$ cat src/design/keyed_record_table_top_macros.svh
// Assertion helpers for the record table; both are clocked on i_clk and
// are off while i_rst_n is low.
`ifndef KEYED_RECORD_TABLE_TOP_MACROS_SVH
`define KEYED_RECORD_TABLE_TOP_MACROS_SVH

// cons must hold in the same cycle as ante
`define KRT_ASSERT_SAME(lbl, ante, cons) \
    lbl: assert property (@(posedge i_clk) disable iff (!i_rst_n) (ante) |-> (cons)) \
        else $error("krt assertion failed");

// cons must hold in the cycle after ante
`define KRT_ASSERT_NEXT(lbl, ante, cons) \
    lbl: assert property (@(posedge i_clk) disable iff (!i_rst_n) (ante) |=> (cons)) \
        else $error("krt assertion failed");

`endif

$ cat src/design/krt_pkg.sv
`timescale 1ns / 1ps

package krt_pkg;

    localparam int DEPTH  = 128;
    localparam int IDX_W  = $clog2(DEPTH);
    localparam int CNT_W  = $clog2(DEPTH + 1);

    // request kinds
    localparam logic [2:0] REQ_APPEND = 3'd0;
    localparam logic [2:0] REQ_LOOKUP = 3'd1;
    localparam logic [2:0] REQ_SETQTY = 3'd2;
    localparam logic [2:0] REQ_DELETE = 3'd3;
    localparam logic [2:0] REQ_READ   = 3'd4;

    // result status
    localparam logic [1:0] ST_DONE  = 2'd0;
    localparam logic [1:0] ST_NOKEY = 2'd1;
    localparam logic [1:0] ST_FULL  = 2'd2;
    localparam logic [1:0] ST_POS   = 2'd3;

    // result data select
    localparam logic [1:0] SEL_NONE = 2'd0;
    localparam logic [1:0] SEL_ALL  = 2'd1;
    localparam logic [1:0] SEL_QTY  = 2'd2;

    typedef struct packed {
        logic [2:0]         req_type;
        logic signed [31:0] item_key;
        logic signed [31:0] new_quantity;
        logic [31:0]        new_price;
        logic [6:0]         position;
    } t_req;

    typedef struct packed {
        logic [1:0]         status;
        logic signed [31:0] found_key;
        logic signed [31:0] found_quantity;
        logic [31:0]        found_price;
        logic [7:0]         record_count;
    } t_res;

    typedef struct packed {
        logic [31:0] key;
        logic [31:0] qty;
        logic [31:0] price;
    } t_record;

    // controller -> datapath
    typedef struct packed {
        logic       load;       // latch request, clear scan pointer
        logic       issue;      // memory read this cycle
        logic       rd_pos;     // read address is the request position
        logic       shift_init; // pointer to entry after the hit
        logic       wr_append;
        logic       wr_set;
        logic       wr_shift;
        logic       finish;     // register the result
        logic       dec;        // one record removed
        logic [1:0] fin_status;
        logic [1:0] fin_sel;
    } t_cmd;

    // datapath -> controller
    typedef struct packed {
        logic [2:0] req_type;
        logic       full;
        logic       pos_bad;
        logic       ptr_end;
        logic       rd_vld;
        logic       hit;
    } t_stat;

endpackage

$ cat src/design/krt_ctrl.sv
`timescale 1ns / 1ps

module krt_ctrl import krt_pkg::*; (
    input  logic  i_clk,
    input  logic  i_rst_n,
    input  logic  i_start,
    input  t_stat i_stat,
    output t_cmd  o_cmd,
    output logic  o_busy
);

    localparam logic [2:0] S_IDLE     = 3'd0;
    localparam logic [2:0] S_DISPATCH = 3'd1;
    localparam logic [2:0] S_SCAN     = 3'd2;
    localparam logic [2:0] S_SHIFT    = 3'd3;
    localparam logic [2:0] S_READ     = 3'd4;

    logic [2:0] r_state;
    logic [2:0] n_state;
    t_cmd       cmd;

    always_comb begin
        n_state = r_state;
        cmd     = '0;
        case (r_state)
            S_IDLE: begin
                if (i_start) begin
                    cmd.load = 1'b1;
                    n_state  = S_DISPATCH;
                end
            end
            S_DISPATCH: begin
                case (i_stat.req_type)
                    REQ_APPEND: begin
                        cmd.finish = 1'b1;
                        n_state    = S_IDLE;
                        if (i_stat.full) begin
                            cmd.fin_status = ST_FULL;
                        end else begin
                            cmd.wr_append = 1'b1;
                        end
                    end
                    REQ_LOOKUP, REQ_SETQTY, REQ_DELETE: begin
                        n_state = S_SCAN;
                    end
                    REQ_READ: begin
                        if (i_stat.pos_bad) begin
                            cmd.finish     = 1'b1;
                            cmd.fin_status = ST_POS;
                            n_state        = S_IDLE;
                        end else begin
                            cmd.issue  = 1'b1;
                            cmd.rd_pos = 1'b1;
                            n_state    = S_READ;
                        end
                    end
                    default: begin
                        cmd.finish = 1'b1;
                        n_state    = S_IDLE;
                    end
                endcase
            end
            S_SCAN: begin
                if (i_stat.hit) begin
                    case (i_stat.req_type)
                        REQ_LOOKUP: begin
                            cmd.finish  = 1'b1;
                            cmd.fin_sel = SEL_ALL;
                            n_state     = S_IDLE;
                        end
                        REQ_SETQTY: begin
                            cmd.wr_set  = 1'b1;
                            cmd.finish  = 1'b1;
                            cmd.fin_sel = SEL_QTY;
                            n_state     = S_IDLE;
                        end
                        default: begin
                            cmd.shift_init = 1'b1;
                            n_state        = S_SHIFT;
                        end
                    endcase
                end else if (!i_stat.ptr_end) begin
                    cmd.issue = 1'b1;
                end else if (!i_stat.rd_vld) begin
                    cmd.finish     = 1'b1;
                    cmd.fin_status = ST_NOKEY;
                    n_state        = S_IDLE;
                end
            end
            S_SHIFT: begin
                // each read entry lands one slot lower in the following cycle
                cmd.wr_shift = i_stat.rd_vld;
                if (!i_stat.ptr_end) begin
                    cmd.issue = 1'b1;
                end else if (!i_stat.rd_vld) begin
                    cmd.finish = 1'b1;
                    cmd.dec    = 1'b1;
                    n_state    = S_IDLE;
                end
            end
            S_READ: begin
                cmd.finish  = 1'b1;
                cmd.fin_sel = SEL_ALL;
                n_state     = S_IDLE;
            end
            default: begin
                n_state = S_IDLE;
            end
        endcase
    end

    always_ff @(posedge i_clk) begin
        if (!i_rst_n) begin
            r_state <= S_IDLE;
        end else begin
            r_state <= n_state;
        end
    end

    assign o_cmd  = cmd;
    assign o_busy = r_state != S_IDLE;

endmodule

$ cat config.mk
export PLATFORM = sky130hd
export DESIGN_NAME = krt_ctrl
export DESIGN_NICKNAME = d
export VERILOG_FILES = /design/src/design/keyed_record_table_top_macros.svh /design/src/design/krt_pkg.sv /design/src/design/krt_ctrl.sv
export SDC_FILE = /design/constraint.sdc
export NUM_CORES = 1
export LEC_CHECK = 0
export BUFFER_PORTS_ARGS = -buffer_cell sky130_fd_sc_hd__buf_2
export CAP_MARGIN = 0
export CORE_AREA = 2 2 39 41
export CTS_CLUSTER_SIZE = 14
export DETAILED_ROUTE_END_ITERATION = 10
export DIE_AREA = 0 0 41 43
export GPL_TIMING_DRIVEN = 0
export SETUP_SLACK_MARGIN = 0.5
export SLEW_MARGIN = 30
export SYNTH_ARGS = -nofsm -noshare
export SYNTH_HDL_FRONTEND = slang
export SYNTH_SLANG_ARGS = --single-unit
$ cat constraint.sdc
create_clock -name i_clk -period 1.4 [get_ports i_clk]
set_input_delay 0.14 -clock i_clk [delete_from_list [all_inputs] [get_ports i_clk]]
set_output_delay 0.14 -clock i_clk [all_outputs]
set_load 0.01 [all_outputs]
Yosys cells after proc, flatten, opt, wreduce, memory -nomap -nowiden --
Index checks and enable logic that the tools add are counted.
Word-level totals: input bits 11, bits in registers 3
Cells by class: reductions and logical operators 5, mux-type cells 46, equality and inequality tests 9
Operators by type and width (count):
- $mux 1 | 24
- $mux 2 | 8
- $pmux 2 s2 | 4
- $mux 3 | 5
- $eq 3x2->1 const B | 4
- $pmux 3 s4 | 1
- $eq 3x1->1 const B | 2
- $eq 3x3->1 const B | 2
- $logic_not 3->1 | 2
- $pmux 3 s2 | 1
- $pmux 1 s4 | 1
- $pmux 1 s3 | 1
- $reduce_bool 3->1 | 1
- $reduce_or 3->1 | 1
- $ne 2x2->1 const B | 1
- $pmux 1 s2 | 1
- $reduce_or 2->1 | 1

Logic depth before layout (Yosys ltp) --
Gate-level depths: netlist of the first run.
depth after elaboration 5, gate-level depth with buffers 4, gate-level depth less buffers 3

Worst setup path after synthesis of the first run --
OpenSTA, ideal clock, no wires.
path type register to output, start point register r_state[0], end point output o_cmd[5] in the netlist's numbering, data arrival time 1232 ps, required time 1260 ps, stages on the path, launching flop included 5, setup slack 28 ps, buffers on the path 1, path through dfxtp_1 buf_6 nor3b_2 nor3b_1 or4_1
RTL lines:
- from (decl) | RTL line krt_ctrl.sv:18 | logic [2:0] r_state;
- from (signal assigned) | RTL line krt_ctrl.sv:116 | r_state <= n_state;
- to (decl) | RTL line krt_ctrl.sv:8 | output t_cmd o_cmd,

==> results of run 1 <==
-- synthesized netlist by cell type --
library cell	instances
inv_1	7
nor2_1	6
and2_1	3
dfxtp_1	3
nor3_1	3
nor4_1	3
buf_2	2
buf_6	2
nor2b_1	2
nor3b_2	2
o41ai_1	2
a2111oi_1	1
a2111oi_2	1
a21oi_1	1
a22oi_1	1
a31o_2	1
and3b_1	1
mux2i_1	1
nand2_1	1
nand2b_1	1
nand4_1	1
nand4b_1	1
nand4bb_1	1
nor3b_1	1
nor4b_2	1
o21ai_1	1
o21ba_2	1
o21bai_1	1
o311ai_1	1
or3_1	1
or3b_1	1
or4_1	1
xnor2_1	1
-- routing by layer --
layer / track usage / wire length (microns) / vias to the layer above
met5: 0 / 0 / -
met4: 0.0600 / 0 / 0
met3: 0.0419 / 38 / 0
met2: 0.247 / 759 / 9
met1: 0.215 / 630 / 274
li1: - / - / 288
-- logic make-up (layout without fill, tap and decap cells) --
| kind of cell | count (synthesis) | after routing | share of synthesized area |
|---|---|---|---|
| muxes | 1 | 1 | 0.0230 |
| AOI/OAI and AO/OA | 11 | 11 | 0.218 |
| xor gates and xnor gates | 1 | 1 | 0.0201 |
| buffers and inverters | 11 | 49 | 0.135 |
| and+or+nand+nor | 30 | 30 | 0.466 |
| DFF | 3 | 3 | 0.138 |
-- how the worst max path moves through the flow --
stage                          end       start  cells past startpoint  slack [ps]
after floorplan           o_cmd[5]  r_state[0]                      4          40
after global placement    o_cmd[5]  r_state[0]                      5        -120
after detailed placement  o_cmd[5]  r_state[0]                      5        -130
after CTS                 o_cmd[5]  r_state[0]                      5        -310
after global routing      o_cmd[5]  r_state[0]                      5        -370
final                     o_cmd[5]  r_state[0]                      5        -320
-- worst register-to-register path, cell delays in order, from the launching register on --
cell,delay [ps]
dfxtp_2,320
buf_6,130
nor3b_4,220
buf_4,160
buf_6,100
buf_6,80
a22oi_2,50
a2111oi_2,350
-- cell usage in the layout (no fill, tap or decap), types with 2 or more instances in the layout --
cell type,count
buf_2,19
buf_6,11
buf_4,7
inv_1,6
nor2_2,3
nor2_1,3
clkbuf_4,3
and2_4,2
nor4_4,2
nor3_1,2
dfxtp_2,2
-- stage by stage --
step | TNS (ps) | power, mW | utilization | hold slack, ps | instances
final | -1980 | 0.455 | 0.631 | 168 | 111
after global routing | -2850 | 0.486 | 0.631 | 174 | 111
after CTS | -1860 | 0.418 | 0.561 | 161 | 107
after detailed placement | -128 | 0.235 | 0.451 | 396 | 96
after global placement | -121 | 0.235 | 0.451 | 391 | 96
after floorplan | 0 | 0.191 | - | 279 | 57
-- what timing repair did --
| action | CTS | global route |
|---|---|---|
| pin swaps | 8 | 3 |
| endpoints found under the setup margin | 17 | 17 |
| gates resized for setup | 14 | 9 |
| setup buffers | 7 | 4 |
-- area by class of cell --
| class | instances | share of cell area |
|---|---|---|
| buffer | 4 | 0.0444 |
| clock buffer | 4 | 0.0301 |
| inverter | 7 | 0.0301 |
| multi-input combinational | 43 | 0.507 |
| sequential | 3 | 0.0759 |
| tap | 16 | 0.0229 |
| timing repair buffer | 34 | 0.289 |
-- power by group through the flow --
| stage | combinational (mW) | clock, mW | sequential, mW |
|---|---|---|---|
| after floorplan | 0.0956 | 0 | 0.0957 |
| after global routing | 0.223 | 0.169 | 0.0948 |
| after global placement | 0.139 | 0 | 0.0965 |
| final | 0.207 | 0.153 | 0.0944 |
| after detailed placement | 0.138 | 0 | 0.0966 |
| after CTS | 0.166 | 0.157 | 0.0946 |
==> flow_summary.toml, run 1 <==
[clock_network]
cts.clk_slew.worst_paths_ps = 40
cts.sinks = 3
htree_num_levels = 1
cts-root-buf = "clkbuf_4"
clock_insertion_delay_worst_skew_ps = 230
cts_hold_buf = 0
cts_buffers = 3
cts_tree = "built"
clockBufferDepth = 2

[critical_path]
crit_path_frequent_cell = "buf_6"
slowest_delay_ps = 480
cp_max_fo = 8
critPathTopFamily = "simple AND/OR/NAND/NOR gates"
arrival_ps = 1580
path_buf_inv = 2
critPathKind = "reg2out"
r2r-start = "r_state[2]"
path_cells = "buf_6, nor3b_4, nor3b_1, or4_4, buf_6"
reg2reg_depth = 7
start_kind = "flop"
crit_path_end_kind = "primary output"
worst_ep_required_time_ps = 1260
rrSetupSlack_ps = -110
r2r-end = "r_state[1]"
slowest_stage = "or4_4"

[placement]
place_area_sq_um = 624
numPortBuffers = 23
dp_slack_ps = -128
hpwl_microns = 874
place_congestion = 0.727

[job]
maxCapViolations = 0

[synth]
avgSynthCellArea_sq_um = 7.64
synthCells = 57
synthesis.area_sq_um = 435
yosys.cell_types.count = 33
yosysTopAreaCell = "dfxtp_1"
synthTopCellsByArea = "dfxtp_1 14%, inv_1 6.0%, nor3b_2 5.7%, buf_6 5.2%, nor2_1 5.2%"
yosysWarningCount = 0
ys_ff_latch = 3
synth_top_cell_area_share = 0.138
synth.yosys.seq_area_share = 0.138
synth_nets = 68

[power_and_ir_drop]
clkPwrFrac = 0.337
p_int_mw = 0.303
peakVddDrop_mv = 0.480
leakagePower_nw = 0.395
power.switching_mw = 0.152
power_density_nw_per_um2 = 521
power_frac_comb = 0.456
switching_share = 0.335
seqPwrFrac = 0.207

[floorplanning]
die_area_sq_um = 1760
die_y_microns = 43
core-area_sq_um = 1380
fp.dieW_microns = 41
ios = 25
start_util = 0.315
std_cell_rows = 14

[final_layout]
syn_to_final_growth_pct = 101
layout.nets = 107
drive_gt1_frac = 0.716
multi_input_area_sq_um = 443
regMostFlops = "r_state"
regArea_sq_um = 66.3
finalInstanceArea_sq_um = 873
reg_top3 = "r_state x3"
largest_reg_flops = 3
fillerInstances = 111
diodes = 0

[timing]
fin_crit_ps = 1720
setup_viol = 13
tightest_slew_ps = 529
rsz0062_at_grt = "true"
final_max_slew_viol_count = 0
max_slew_margin = 0.645
hold_viol_final = 0
max_freq_mhz = 582
setup_slack_ps = -318
fin_crit_sh = 1.23
finClkSkew_ps = 5.02

[outcome]
violations = "setup timing"
status = "finished, violations left"

[routing]
post-route-drc-count = 0
num_vias = 571
drtAntennaViolNets = 0
dr.first_iter.drc_count = 1
dr.pass1.iters = 2
viasPerCell = 5.14
wl_per_cell_microns = 12.9
routed_wl_mm = 1.43

[grt]
grt_pass1_wl_mm = 2.04
grt_pass1_vias = 507
grtUsageTotal = 0.164
grt_start_max_net_pins = 11
antenna_found_initial = 0
overflow = 0

[worst_hold_path]
hp-start = "i_rst_n"
whs_path_depth = 3
hold_end = "r_state[2]"
hp-class = "in2reg"
Power figures use the tool's default switching activity.
==> run 2: changes to the inputs <==
--- a/config.mk
+++ b/config.mk
@@ -7,11 +7,14 @@
 export LEC_CHECK = 0
 export BUFFER_PORTS_ARGS = -buffer_cell sky130_fd_sc_hd__buf_2
 export CAP_MARGIN = 0
-export CORE_AREA = 2 2 39 41
+export CELL_PAD_IN_SITES_DETAIL_PLACEMENT = 0
+export CELL_PAD_IN_SITES_GLOBAL_PLACEMENT = 1
+export CORE_MARGIN = 1.5
+export CORE_UTILIZATION = 28
 export CTS_CLUSTER_SIZE = 14
 export DETAILED_ROUTE_END_ITERATION = 10
-export DIE_AREA = 0 0 41 43
 export GPL_TIMING_DRIVEN = 0
+export PLACE_DENSITY_LB_ADDON = 0.1
 export SETUP_SLACK_MARGIN = 0.5
 export SLEW_MARGIN = 30
 export SYNTH_ARGS = -nofsm -noshare
==> run 2 against run 1 <==
Sequential power hardly changed; global-route usage decreased by 0.13 points; critical endpoint unchanged; largest power group unchanged; wire length increased by 2.0%; clock-buffer cell count unchanged; combinational power down 2%; utilization is 1.5 points lower; fmax is 0.64% higher; sequential share of layout area shrank 0.28 points; the flow still finishes with violations (setup timing); cell count up 1.8%; die area grew 2.1%.
==> flow_summary.toml, run 2 (same netlist as run 1, synthesis figures left out) <==
[final_layout]
syn_to_final_growth_pct = 108
instances_no_fill = 113
mostFrequentLayoutCells = "20 x buf_2, 14 x buf_6, 6 x inv_1, 6 x buf_4, 3 x clkbuf_4"
layout_commonest_cell = "buf_2"
post-route-util = 0.616
regMostFlops = "r_state"
reg_top3 = "r_state x3"
layout.nets = 109
diodes = 0
drive_gt1_frac = 0.722
largest_reg_flops = 3

[floorplanning]
die_area_sq_um = 1800
ios = 25
core-area_sq_um = 1470
std_cell_rows = 14
fp.dieW_microns = 42.4
start_util = 0.296
die_y_microns = 42.4

[routing]
num_vias = 585
post-route-drc-count = 0
routed_wl_mm = 1.46
drtAntennaViolNets = 0
viasPerCell = 5.18
dr.pass1.iters = 4
wl_per_cell_microns = 12.9
dr.first_iter.drc_count = 18

[critical_path]
path_buf_inv = 1
start_kind = "flop"
worst_ep_required_time_ps = 1260
critPathKind = "reg2out"
arrival_ps = 1570
slowest_delay_ps = 520
path_cells = "nor2_1, and2_4, or4_1, buf_2"
cp_max_fo = 9
critPathTopFamily = "simple AND/OR/NAND/NOR gates"
crit_path_end_kind = "primary output"
slowest_stage = "or4_1"

[power_and_ir_drop]
power_density_nw_per_um2 = 491
leakagePower_nw = 0.420
peakVddDrop_mv = 0.179

[clock_network]
cts_buffers = 3
cts_tree = "built"
cts.sinks = 3
clockBufferDepth = 2
clock_insertion_delay_worst_skew_ps = 230
cts.clk_slew.worst_paths_ps = 40
cts_hold_buf = 0
cts-root-buf = "clkbuf_4"
htree_num_levels = 1

[timing]
final_max_slew_viol_count = 0
tightest_slew_ps = 533
fin_crit_sh = 1.22
setup_viol = 16
rsz0062_at_grt = "true"
setup_slack_ps = -307
max_freq_mhz = 586
hold_viol_final = 0
fin_crit_ps = 1710
finClkSkew_ps = 3.06
max_slew_margin = 0.642

[outcome]
violations = "setup timing"
status = "finished, violations left"

[grt]
grtUsageTotal = 0.162
grt_pass1_vias = 529
grt_start_max_net_pins = 11
antenna_found_initial = 0
grt_pass1_wl_mm = 2.26
overflow = 0

[placement]
hpwl_microns = 857
place_congestion = 0.613
numPortBuffers = 23
placedCellCount = 96

[worst_hold_path]
hp-class = "in2reg"

[job]
maxCapViolations = 0
[run 2: cell count changes in the layout (fill, tap and decap cells not counted)]
| cell | previous run | this run |
|---|---|---|
| nand2_4 | 0 | 1 |
| nand2_2 | 1 | 0 |
| a31o_2 | 1 | 0 |
| or4_4 | 1 | 0 |
| nor2_2 | 3 | 2 |
| buf_4 | 7 | 6 |
| buf_12 | 1 | 0 |
| nor2_4 | 0 | 2 |
| nor2_1 | 3 | 2 |
| a31o_4 | 0 | 1 |
| buf_2 | 19 | 20 |
| buf_6 | 11 | 14 |
| or4_1 | 0 | 1 |
[run 2: cell type report]
| cell class | count | area [sq um] |
|---|---|---|
| multi-input cells | 43 | 465 |
| flip-flops and latches | 3 | 66.3 |
| fillers | 135 | 564 |
| inverters | 7 | 26.3 |
| repair buffers | 36 | 264 |
| plain buffers | 4 | 38.8 |
| well taps | 16 | 20.0 |
| clock buffers | 4 | 26.3 |
[run 2: per-layer routing]
layer	vias to the layer above	share of wire	wire, microns	GRT usage
met2	15	0.54	792	0.277
met1	278	0.42	615	0.210
met5	-	0	0	0
met3	0	0.034	49	0.0172
li1	292	-	-	-
met4	0	0	0	0.0563
[run 2: worst paths after layout]
check,end,slack [ps],startpoint,cells past startpoint
setup / recovery,o_cmd[5],-310,r_state[1],4
hold / removal,r_state[0],230,i_rst_n,3
setup reg to reg,r_state[0],-150,r_state[0],7
hold reg to reg,r_state[0],690,r_state[2],3
[run 2: tightest hold or removal path: stages]
cell,delay [ps]
buf_2,100
inv_1,130
a2111oi_4,50
[run 2: what timing repair did]
item / CTS / global route
endpoints found under the setup margin: 17 / 17
resized for setup: 19 / 11
pin swaps: 6 / 4
buffers inserted: 13 / 0
[run 2: report_power, final]
part / total [mW] / internal, mW / switching [mW]
Combinational: 0.203 / 0.0997 / 0.103
Clock: 0.148 / 0.107 / 0.0412
Sequential: 0.0947 / 0.0899 / 0.00482
[run 2: metrics by stage]
stage | TNS [ps] | power [mW] | instance area [sq um] | setup slack, ps | hold slack (ps)
after floorplan | 0 | 0.191 | 489 | 40.1 | 279
after global placement | -132 | 0.235 | 624 | -124 | 392
after detailed placement | -118 | 0.235 | 624 | -118 | 391
after CTS | -2710 | 0.433 | 848 | -306 | 157
after global routing | -3730 | 0.475 | 907 | -357 | 235
final | -2500 | 0.445 | 907 | -307 | 229
